[src/rtl/bale_pkg.sv]
// Package for the bounded array list engine.
// Holds the capacity constants, opcode and status codes, and the item types.
// Used by every module in the rtl folder; depends on nothing.
package bale_pkg;

   // Number of entries the list can hold; legal range 2 to 64.
   localparam int CAPACITY = 32;
   // Live count holds 0 to CAPACITY; an entry address holds 0 to CAPACITY-1.
   localparam int CNT_W    = $clog2(CAPACITY + 1);
   localparam int IDX_W    = $clog2(CAPACITY);

   // Fixed field widths of the request and response items.
   localparam int DATA_W    = 32;
   localparam int POS_W     = 7;
   localparam int CNT_OUT_W = 7;
   localparam int IDX_OUT_W = 6;

   typedef enum logic [2:0] {
      OP_CLEAR   = 3'd0,
      OP_APPEND  = 3'd1,
      OP_INS_POS = 3'd2,
      OP_DEL_POS = 3'd3,
      OP_ORD_INS = 3'd4,
      OP_DEL_VAL = 3'd5,
      OP_DUMP    = 3'd6
   } opcode_type;

   typedef enum logic [2:0] {
      ST_OK        = 3'd0,
      ST_BAD_POS   = 3'd1,
      ST_EMPTY     = 3'd2,
      ST_FULL      = 3'd3,
      ST_NOT_FOUND = 3'd4
   } status_type;

   typedef struct packed {
      opcode_type                opcode;
      logic [POS_W-1:0]          position;
      logic signed [DATA_W-1:0]  value;
   } req_type;

   typedef struct packed {
      status_type                status;
      logic [CNT_OUT_W-1:0]      count;
      logic [IDX_OUT_W-1:0]      index;
      logic signed [DATA_W-1:0]  element;
      logic                      last;
   } rsp_type;

   // Access to the entry memory: one read port and one write port.
   typedef struct packed {
      logic                      rd_en;
      logic [IDX_W-1:0]          rd_addr;
      logic                      wr_en;
      logic [IDX_W-1:0]          wr_addr;
      logic signed [DATA_W-1:0]  wr_data;
   } mem_req_type;

   // Outcome of the shared compare unit.
   typedef struct packed {
      logic gt;
      logic eq;
   } cmp_type;

   // Sequencer states.
   typedef enum logic [3:0] {
      S_IDLE,
      S_DECODE,
      S_INS_RD,
      S_INS_WR,
      S_DEL_RD,
      S_DEL_WR,
      S_SRCH_RD,
      S_SRCH_CMP,
      S_DUMP_RD,
      S_DUMP_OUT,
      S_RESULT
   } state_type;

endpackage

[src/rtl/bale_mem.sv]
// Entry storage of the list: CAPACITY words, one write and one read per cycle.
// The read data is registered. Depends on bale_pkg.
module bale_mem
   import bale_pkg::*;
(
   input  logic                      clock,
   input  mem_req_type               mem_req,
   output logic signed [DATA_W-1:0]  rd_data
);

   logic signed [DATA_W-1:0] mem [CAPACITY];
   logic signed [DATA_W-1:0] rd_data_ff;

   // Write port and registered read port.
   always_ff @(posedge clock) begin
      if (mem_req.wr_en) begin
         mem[mem_req.wr_addr] <= mem_req.wr_data;
      end
      if (mem_req.rd_en) begin
         rd_data_ff <= mem[mem_req.rd_addr];
      end
   end

   assign rd_data = rd_data_ff;

endmodule

[src/rtl/bale_cmp.sv]
// Shared compare unit of the list engine: signed greater-than and equality
// of the entry just read against the request value. Depends on bale_pkg.
module bale_cmp
   import bale_pkg::*;
(
   input  logic signed [DATA_W-1:0] entry,
   input  logic signed [DATA_W-1:0] value,
   output cmp_type                  result
);

   // One magnitude compare serves the ordered insert and one equality check the delete by value.
   always_comb begin
      result.gt = entry > value;
      result.eq = entry == value;
   end

endmodule

[src/rtl/bale_seq.sv]
// Sequencer of the list engine: decodes a request, checks it, and steps
// through the entry memory one entry at a time using the shared compare unit.
// Depends on bale_pkg and bale_cmp.
module bale_seq
   import bale_pkg::*;
(
   input  logic                      clock,
   input  logic                      reset,
   input  logic                      req_valid,
   input  req_type                   req_item,
   output logic                      req_ready,
   input  logic                      slot_free,
   output logic                      push,
   output rsp_type                   push_item,
   output mem_req_type               mem_req,
   input  logic signed [DATA_W-1:0]  rd_data
);

   state_type         state_ff, state_in;
   logic [CNT_W-1:0]  count_ff, count_in;
   logic [CNT_W-1:0]  ptr_ff, ptr_in;
   logic [CNT_W-1:0]  stop_ff, stop_in;
   logic              ordered_ff, ordered_in;
   status_type        status_ff, status_in;
   logic [IDX_W-1:0]  index_ff, index_in;
   req_type           cur_ff, cur_in;
   cmp_type           cmp;

   bale_cmp u_cmp (
      .entry  (rd_data),
      .value  (cur_ff.value),
      .result (cmp)
   );

   // Control registers.
   always_ff @(posedge clock) begin
      if (reset) begin
         state_ff <= S_IDLE;
         count_ff <= '0;
      end else begin
         state_ff <= state_in;
         count_ff <= count_in;
      end
   end

   // Working registers of the current item.
   always_ff @(posedge clock) begin
      ptr_ff     <= ptr_in;
      stop_ff    <= stop_in;
      ordered_ff <= ordered_in;
      status_ff  <= status_in;
      index_ff   <= index_in;
      cur_ff     <= cur_in;
   end

   // Next state, memory access and result push.
   always_comb begin
      logic [POS_W-1:0] cnt_pos;
      logic [CNT_W:0]   ptr_next;
      logic             at_end;

      cnt_pos  = POS_W'(count_ff);
      ptr_next = {1'b0, ptr_ff} + 1'b1;
      at_end   = ptr_next >= {1'b0, count_ff};

      state_in   = state_ff;
      count_in   = count_ff;
      ptr_in     = ptr_ff;
      stop_in    = stop_ff;
      ordered_in = ordered_ff;
      status_in  = status_ff;
      index_in   = index_ff;
      cur_in     = cur_ff;
      req_ready  = 1'b0;
      push       = 1'b0;
      push_item  = '0;
      mem_req    = '0;

      case (state_ff)
         S_IDLE: begin
            req_ready = 1'b1;
            if (req_valid) begin
               cur_in   = req_item;
               state_in = S_DECODE;
            end
         end

         // Check the request against the live count and set up the walk.
         S_DECODE: begin
            status_in = ST_OK;
            index_in  = '0;
            ptr_in    = count_ff;
            state_in  = S_RESULT;
            case (cur_ff.opcode)
               OP_CLEAR: begin
                  count_in = '0;
               end
               OP_APPEND, OP_INS_POS, OP_ORD_INS: begin
                  ordered_in = cur_ff.opcode == OP_ORD_INS;
                  stop_in    = (cur_ff.opcode == OP_INS_POS) ?
                               CNT_W'(cur_ff.position - 1'b1) :
                               (cur_ff.opcode == OP_APPEND) ? count_ff : '0;
                  if (count_ff >= CNT_W'(CAPACITY)) begin
                     status_in = ST_FULL;
                  end else if (cur_ff.opcode == OP_INS_POS &&
                               (cur_ff.position == '0 ||
                                cur_ff.position > cnt_pos + 1'b1)) begin
                     status_in = ST_BAD_POS;
                  end else begin
                     state_in = S_INS_RD;
                  end
               end
               OP_DEL_POS: begin
                  ptr_in   = CNT_W'(cur_ff.position - 1'b1);
                  index_in = IDX_W'(cur_ff.position - 1'b1);
                  if (count_ff == '0) begin
                     status_in = ST_EMPTY;
                     index_in  = '0;
                  end else if (cur_ff.position == '0 || cur_ff.position > cnt_pos) begin
                     status_in = ST_BAD_POS;
                     index_in  = '0;
                  end else begin
                     state_in = S_DEL_RD;
                  end
               end
               OP_DEL_VAL: begin
                  ptr_in = '0;
                  if (count_ff == '0) begin
                     status_in = ST_EMPTY;
                  end else begin
                     state_in = S_SRCH_RD;
                  end
               end
               OP_DUMP: begin
                  ptr_in = '0;
                  if (count_ff == '0) begin
                     status_in = ST_EMPTY;
                  end else begin
                     state_in = S_DUMP_RD;
                  end
               end
               default: begin
               end
            endcase
         end

         // Insert: move entries up one place until the slot is reached.
         S_INS_RD: begin
            if (ptr_ff == stop_ff) begin
               mem_req.wr_en   = 1'b1;
               mem_req.wr_addr = ptr_ff[IDX_W-1:0];
               mem_req.wr_data = cur_ff.value;
               count_in        = count_ff + 1'b1;
               state_in        = S_RESULT;
            end else begin
               mem_req.rd_en   = 1'b1;
               mem_req.rd_addr = IDX_W'(ptr_ff - 1'b1);
               state_in        = S_INS_WR;
            end
         end

         S_INS_WR: begin
            mem_req.wr_en   = 1'b1;
            mem_req.wr_addr = ptr_ff[IDX_W-1:0];
            if (ordered_ff && !cmp.gt) begin
               mem_req.wr_data = cur_ff.value;
               count_in        = count_ff + 1'b1;
               state_in        = S_RESULT;
            end else begin
               mem_req.wr_data = rd_data;
               ptr_in          = ptr_ff - 1'b1;
               state_in        = S_INS_RD;
            end
         end

         // Delete: move entries down one place from the removed slot.
         S_DEL_RD: begin
            if (at_end) begin
               count_in = count_ff - 1'b1;
               state_in = S_RESULT;
            end else begin
               mem_req.rd_en   = 1'b1;
               mem_req.rd_addr = ptr_next[IDX_W-1:0];
               state_in        = S_DEL_WR;
            end
         end

         S_DEL_WR: begin
            mem_req.wr_en   = 1'b1;
            mem_req.wr_addr = ptr_ff[IDX_W-1:0];
            mem_req.wr_data = rd_data;
            ptr_in          = ptr_next[CNT_W-1:0];
            state_in        = S_DEL_RD;
         end

         // Search for the first entry equal to the value.
         S_SRCH_RD: begin
            if (ptr_ff == count_ff) begin
               status_in = ST_NOT_FOUND;
               state_in  = S_RESULT;
            end else begin
               mem_req.rd_en   = 1'b1;
               mem_req.rd_addr = ptr_ff[IDX_W-1:0];
               state_in        = S_SRCH_CMP;
            end
         end

         S_SRCH_CMP: begin
            if (cmp.eq) begin
               index_in = ptr_ff[IDX_W-1:0];
               state_in = S_DEL_RD;
            end else begin
               ptr_in   = ptr_next[CNT_W-1:0];
               state_in = S_SRCH_RD;
            end
         end

         // Dump: read each entry and hand it out as one item.
         S_DUMP_RD: begin
            mem_req.rd_en   = 1'b1;
            mem_req.rd_addr = ptr_ff[IDX_W-1:0];
            state_in        = S_DUMP_OUT;
         end

         S_DUMP_OUT: begin
            if (slot_free) begin
               push              = 1'b1;
               push_item.status  = ST_OK;
               push_item.count   = CNT_OUT_W'(count_ff);
               push_item.index   = IDX_OUT_W'(ptr_ff);
               push_item.element = rd_data;
               push_item.last    = at_end;
               ptr_in            = ptr_next[CNT_W-1:0];
               state_in          = at_end ? S_IDLE : S_DUMP_RD;
            end
         end

         // Single closing item of every other request.
         S_RESULT: begin
            if (slot_free) begin
               push             = 1'b1;
               push_item.status = status_ff;
               push_item.count  = CNT_OUT_W'(count_ff);
               push_item.index  = IDX_OUT_W'(index_ff);
               push_item.last   = 1'b1;
               state_in         = S_IDLE;
            end
         end

         default: begin
            state_in = S_IDLE;
         end
      endcase
   end

endmodule

[src/rtl/bounded_array_list_engine.sv]
// Top level of the bounded array list engine.
// Instantiates the sequencer and the entry memory and holds the output register.
// Depends on bale_pkg, bale_seq and bale_mem.
//
// Usage:
//   The req channel carries one request item (opcode, position, value) under a
//   valid/ready handshake; the rsp channel returns result items (status, count,
//   index, element, last) the same way. Every request gives one result item,
//   except a dump of a non-empty list, which gives one item per entry in index
//   order with last set on the final one.
//   The block works on one request at a time and drops req_ready from the cycle
//   after acceptance until the request's final item is in the output register,
//   so it cannot take a new request before it is through with the last one.
//   Timing is set by the walk over the entry memory, whose read is registered:
//   a rejected request, a clear or an unused opcode goes from decode straight
//   to the result; an insert or delete moves each entry with a read state and a
//   write state; an ordered insert stops on the first entry not greater than
//   its value; a delete by value first searches from index 0 with a read and a
//   compare state per entry; a dump reads each entry before it hands it out.
//   A stalled rsp_ready holds the current item in the output register and the
//   sequencer waits; the next item is loaded in the cycle the held one leaves.
//   Reset empties the list and the output register; entry contents are not
//   cleared, since no operation reads past the live count.
module bounded_array_list_engine
   import bale_pkg::*;
(
   input  logic     clock,
   input  logic     reset,
   input  logic     req_valid,
   output logic     req_ready,
   input  req_type  req_item,
   output logic     rsp_valid,
   input  logic     rsp_ready,
   output rsp_type  rsp_item
);

   mem_req_type               mem_req;
   logic signed [DATA_W-1:0]  rd_data;
   logic                      slot_free;
   logic                      push;
   rsp_type                   push_item;
   logic                      rsp_valid_ff, rsp_valid_in;
   rsp_type                   rsp_item_ff, rsp_item_in;

   bale_seq u_seq (
      .clock     (clock),
      .reset     (reset),
      .req_valid (req_valid),
      .req_item  (req_item),
      .req_ready (req_ready),
      .slot_free (slot_free),
      .push      (push),
      .push_item (push_item),
      .mem_req   (mem_req),
      .rd_data   (rd_data)
   );

   bale_mem u_mem (
      .clock   (clock),
      .mem_req (mem_req),
      .rd_data (rd_data)
   );

   // The output register can take an item when empty or when its item leaves.
   assign slot_free = !rsp_valid_ff || rsp_ready;

   always_comb begin
      rsp_valid_in = rsp_valid_ff;
      rsp_item_in  = rsp_item_ff;
      if (push) begin
         rsp_valid_in = 1'b1;
         rsp_item_in  = push_item;
      end else if (rsp_ready) begin
         rsp_valid_in = 1'b0;
      end
   end

   always_ff @(posedge clock) begin
      if (reset) begin
         rsp_valid_ff <= 1'b0;
      end else begin
         rsp_valid_ff <= rsp_valid_in;
      end
   end

   always_ff @(posedge clock) begin
      rsp_item_ff <= rsp_item_in;
   end

   assign rsp_valid = rsp_valid_ff;
   assign rsp_item  = rsp_item_ff;

endmodule
[config.mk]
export PLATFORM = sky130hd
export DESIGN_NAME = bounded_array_list_engine
export DESIGN_NICKNAME = d
export VERILOG_FILES = /design/src/rtl/bale_pkg.sv /design/src/rtl/bale_mem.sv /design/src/rtl/bale_cmp.sv /design/src/rtl/bale_seq.sv /design/src/rtl/bounded_array_list_engine.sv
export SDC_FILE = /design/constraint.sdc
export NUM_CORES = 2
export LEC_CHECK = 0
export ABC_AREA = 1
export BUFFER_PORTS_ARGS = -buffer_cell sky130_fd_sc_hd__buf_2
export CAP_MARGIN = 10
export CELL_PAD_IN_SITES_DETAIL_PLACEMENT = 0
export CELL_PAD_IN_SITES_GLOBAL_PLACEMENT = 2
export CORE_ASPECT_RATIO = 0.5
export CORE_MARGIN = 2
export CORE_UTILIZATION = 30
export CTS_CLUSTER_DIAMETER = 100
export DETAILED_ROUTE_END_ITERATION = 10
export PLACE_DENSITY_LB_ADDON = 0.1
export SYNTH_ARGS = -nofsm -noshare
export SYNTH_HDL_FRONTEND = slang
export SYNTH_SLANG_ARGS = --single-unit
[constraint.sdc]
create_clock -name clock -period 5.1 [get_ports clock]
set_input_delay 0.51 -clock clock [delete_from_list [all_inputs] [get_ports clock]]
set_output_delay 0.51 -clock clock [all_outputs]
set_load 0.005 [all_outputs]
==> results.toml <==
[logic_synthesis]
netlist_instances = 5322
syn_area_per_cell_um2 = 10.1
synth-async-reset-ratio = 0
synth_top_area_share = 0.650
synth.area.top_cells = "edfxtp_1, nand3_1, nand2_1, inv_1, nand4_1"
ys_seq_elements = 1178
synth_enable_flop_cells = 1167
netlist_area_um2 = 53900
netlist-cell-type-count = 46
syn_nets = 5429
yosys_warnings = 0
yosysSeqAreaShare = 0.655
ys.flop_type = "edfxtp_1"
yosysTopAreaCell = "edfxtp_1"

[routing]
viasPerCell = 4.82
wl_per_cell_um = 25.7
wirelength_mm = 204
first_iter_violations = 3649
drtPass1Iterations = 6
drc = 0
ant_nets = 0
num_vias = 38300

[hold_path]
hold_start = "req_item[31]"
hp-class = "in2reg"
min_to = "u_seq.cur_ff[31]"
min_path_cells = 1

[global_route]
grt_overflow = 0
grt_pass1_wl_mm = 288
grt_max_degree = 121
grt.total_usage = 0.221
antenna_found_initial = 7
first_global_vias = 36600

[placement]
dpl.cell_count = 7694
hpwl_mm = 113
gp_congestion = 0.817
io_buffers = 95

[pwr]
vdd_drop_max_uv = 273
powerDensity_nw_per_um2 = 491
power_leakage_nw = 26.7

[clocking]
numCtsBuffers = 121
cts_buffer_depth = 3
hold_buffers = 41
htree_levels = 3
cts.sinks = 1178
root_buffer = "clkbuf_16"
clock_latency_ns = 0.76
tritoncts = "built"
path_clk_slew_ns = 0.08
cts_resized = 0
post_cts_buffers = 0

[sta]
rsz0062_at_grt = "false"
worst_slew_pin_slew_ns = 1.10
fmax_mhz = 219
drv_slew = 0
finalCriticalPeriod_ns = 4.57
final-hold-violation-count = 0
fin_crit_sh = 0.896
setup_viol = 0
relSlewSlack = 0.268
fin_tns_setup_ns = 0
skew_ns = 0.0226
holdWs_ns = 0.0853

[setup_path]
reg2reg_from = "u_seq.ptr_ff[1]"
r2r_cells = 20
cp_common_cell = "nand2_1"
cp-start-kind = "register"
r2r_slack_ns = 0.53
r2r-end = "u_mem.rd_data[31]"
crit_chain = "ha_1 -> nand2_1 -> nor2_2 -> xor2_1 -> inv_1 -> ha_1 -> nand2_1 -> inv_1 -> a21oi_1 -> nand2_1 -> inv_2 -> nand3_2 -> o211ai_4 -> buf_12 -> nand3_1 -> nand3_1 -> nand3_1 -> nand2_1 -> nand2_1 -> nand2_1"
cp_data_arrival_time_ns = 5.06
crit_required_ns = 5.59
cpPeakStageDelay_ns = 0.57
cpMaxStageDelayCell = "o211ai_4"
path_max_fanout = 68
cp-end-kind = "register"
criticalPathCategory = "reg2reg"

[layout]
area_delta_synth_final_pct = 16.0
seq_area_um2 = 35300
fin_cells = 7952
fillers = 17900
drive_gt1_frac = 0.0918
fin_nets = 5580
multiInputGateArea_um2 = 13200

[job]
max_cap_viol_count = 0

[status]
status = "finished, final reports clean"

[floorplanning]
fp.dieH_um = 304
die_w_um = 603
die_area_um2 = 183000
ios = 97
initial_core_util = 0.303
fp-row-count = 109
core_area_um2 = 178000
state kept, by name, summed over array words and instances (netlist names), 5 cells and up:
name,count
u_seq.cur_ff,42
rsp_item,48
u_seq.index_ff,5
u_seq.count_ff,6
u_mem.rd_data,32
u_seq.stop_ff,6
u_mem.mem,1024
u_seq.ptr_ff,6
how the worst max path moves through the flow:
stage / start / cells past startpoint / endpoint / slack [ns]
finish: u_seq.ptr_ff[1] / 20 / u_mem.rd_data[31] / 0.53
global route: u_seq.ptr_ff[1] / 20 / u_mem.rd_data[1] / 0.26
CTS: u_seq.ptr_ff[1] / 21 / u_mem.rd_data[13] / 0.54
detailed placement: u_seq.ptr_ff[1] / 21 / u_mem.rd_data[13] / 0.58
global placement: u_seq.ptr_ff[1] / 21 / u_mem.rd_data[13] / 0.51
floorplan: u_seq.ptr_ff[0] / 11 / u_mem.mem[0][0] / 0.74
cells by family (layout without fill, tap and decap cells):
logic type,Yosys count,count (layout),share of synthesized area
AND/OR/NAND/NOR,2484,2484,0.206
buffers and inverters,1450,1692,0.109
flip-flops,1178,1178,0.655
AO/OA/AOI/OAI,129,129,0.0133
adder cells (fa/ha/maj),61,61,0.0143
XOR/XNOR,18,18,0.00293
other,1,3,0.0000696
multiplexers,1,1,0.000209
through the flow:
stage / cell area, µm² / total power, W / utilization / setup slack, ns
floorplan: 53900 / 0.0178 / - / 0.744
CTS: 62500 / 0.0310 / 0.352 / 0.542
global placement: 58500 / 0.0225 / 0.329 / 0.513
finish: 62500 / 0.0307 / 0.352 / 0.530
global route: 62500 / 0.0323 / 0.352 / 0.262
detailed placement: 58500 / 0.0224 / 0.329 / 0.579
synth_stat cells (2+ instances only):
cell type and instances:
o21ai_0 58, nand3_2 3, nand3b_1 2, a21oi_1 39, o41ai_1 3, clkbuf_1 65, nor2_4 2, inv_1 1163
nor2_1 139, a21o_1 2, edfxtp_1 1167, ha_1 60, nand2_2 3, nor2_2 2, nand4_1 201, buf_4 12
inv_2 12, nor3_1 17, o21a_1 4, o2111ai_1 2, o22ai_1 12, dfxtp_1 11, xnor2_1 5, buf_2 160
buf_8 2, xor2_1 13, buf_1 16, a31oi_1 2, nand3_1 930, buf_6 19, or2_1 2, nand2_1 1180
cell usage in the layout (no fill, tap or decap), drive strengths merged, types with 11 or more instances in the layout:
| cell type | Yosys | final |
|---|---|---|
| buf | 209 | 260 |
| nor2 | 143 | 143 |
| inv | 1175 | 1178 |
| edfxtp | 1167 | 1167 |
| dfxtp | 11 | 11 |
| nand3 | 933 | 933 |
| clkbuf | 65 | 152 |
| a21oi | 39 | 39 |
| o21ai | 59 | 59 |
| o22ai | 12 | 12 |
| clkinv | 1 | 52 |
| nand2 | 1183 | 1183 |
| dlygate4sd3 | 0 | 42 |
| nand4 | 202 | 202 |
| nor3 | 17 | 17 |
| xor2 | 13 | 13 |
| ha | 60 | 60 |
layer usage:
layer	wire, µm	GRT usage
met1	102000	0.336
met2	87500	0.332
met3	11000	0.0334
met4	3730	0.0436
met5	26	0
power by group:
group | leakage, nW | internal [W] | switching (W)
registers | 10.4 | 0.0115 | 0.000387
logic | 14.6 | 0.00275 | 0.00754
clock network | 1.74 | 0.00453 | 0.00400
worst max-delay path: cells and delay by family, from the launching register on:
kind	cells	cell delay, ns
buffers and inverters	4	0.65
DFF	1	0.55
adders and majority gates	2	0.52
and+or+nand+nor	11	1.52
xor gates and xnor gates	1	0.15
AOI/OAI and AO/OA	2	0.70
cell type report:
type | count | area share
Multi-Input combinational cell | 2694 | 0.212
Timing Repair Buffer | 302 | 0.0478
Clock buffer | 152 | 0.0510
Inverter | 1176 | 0.0709
Tap cell | 2386 | 0.0478
Clock inverter | 62 | 0.00661
Sequential cell | 1178 | 0.564
Antenna cell | 2 | 0.0000801
Note: power is estimated with default switching activity, not from simulation.
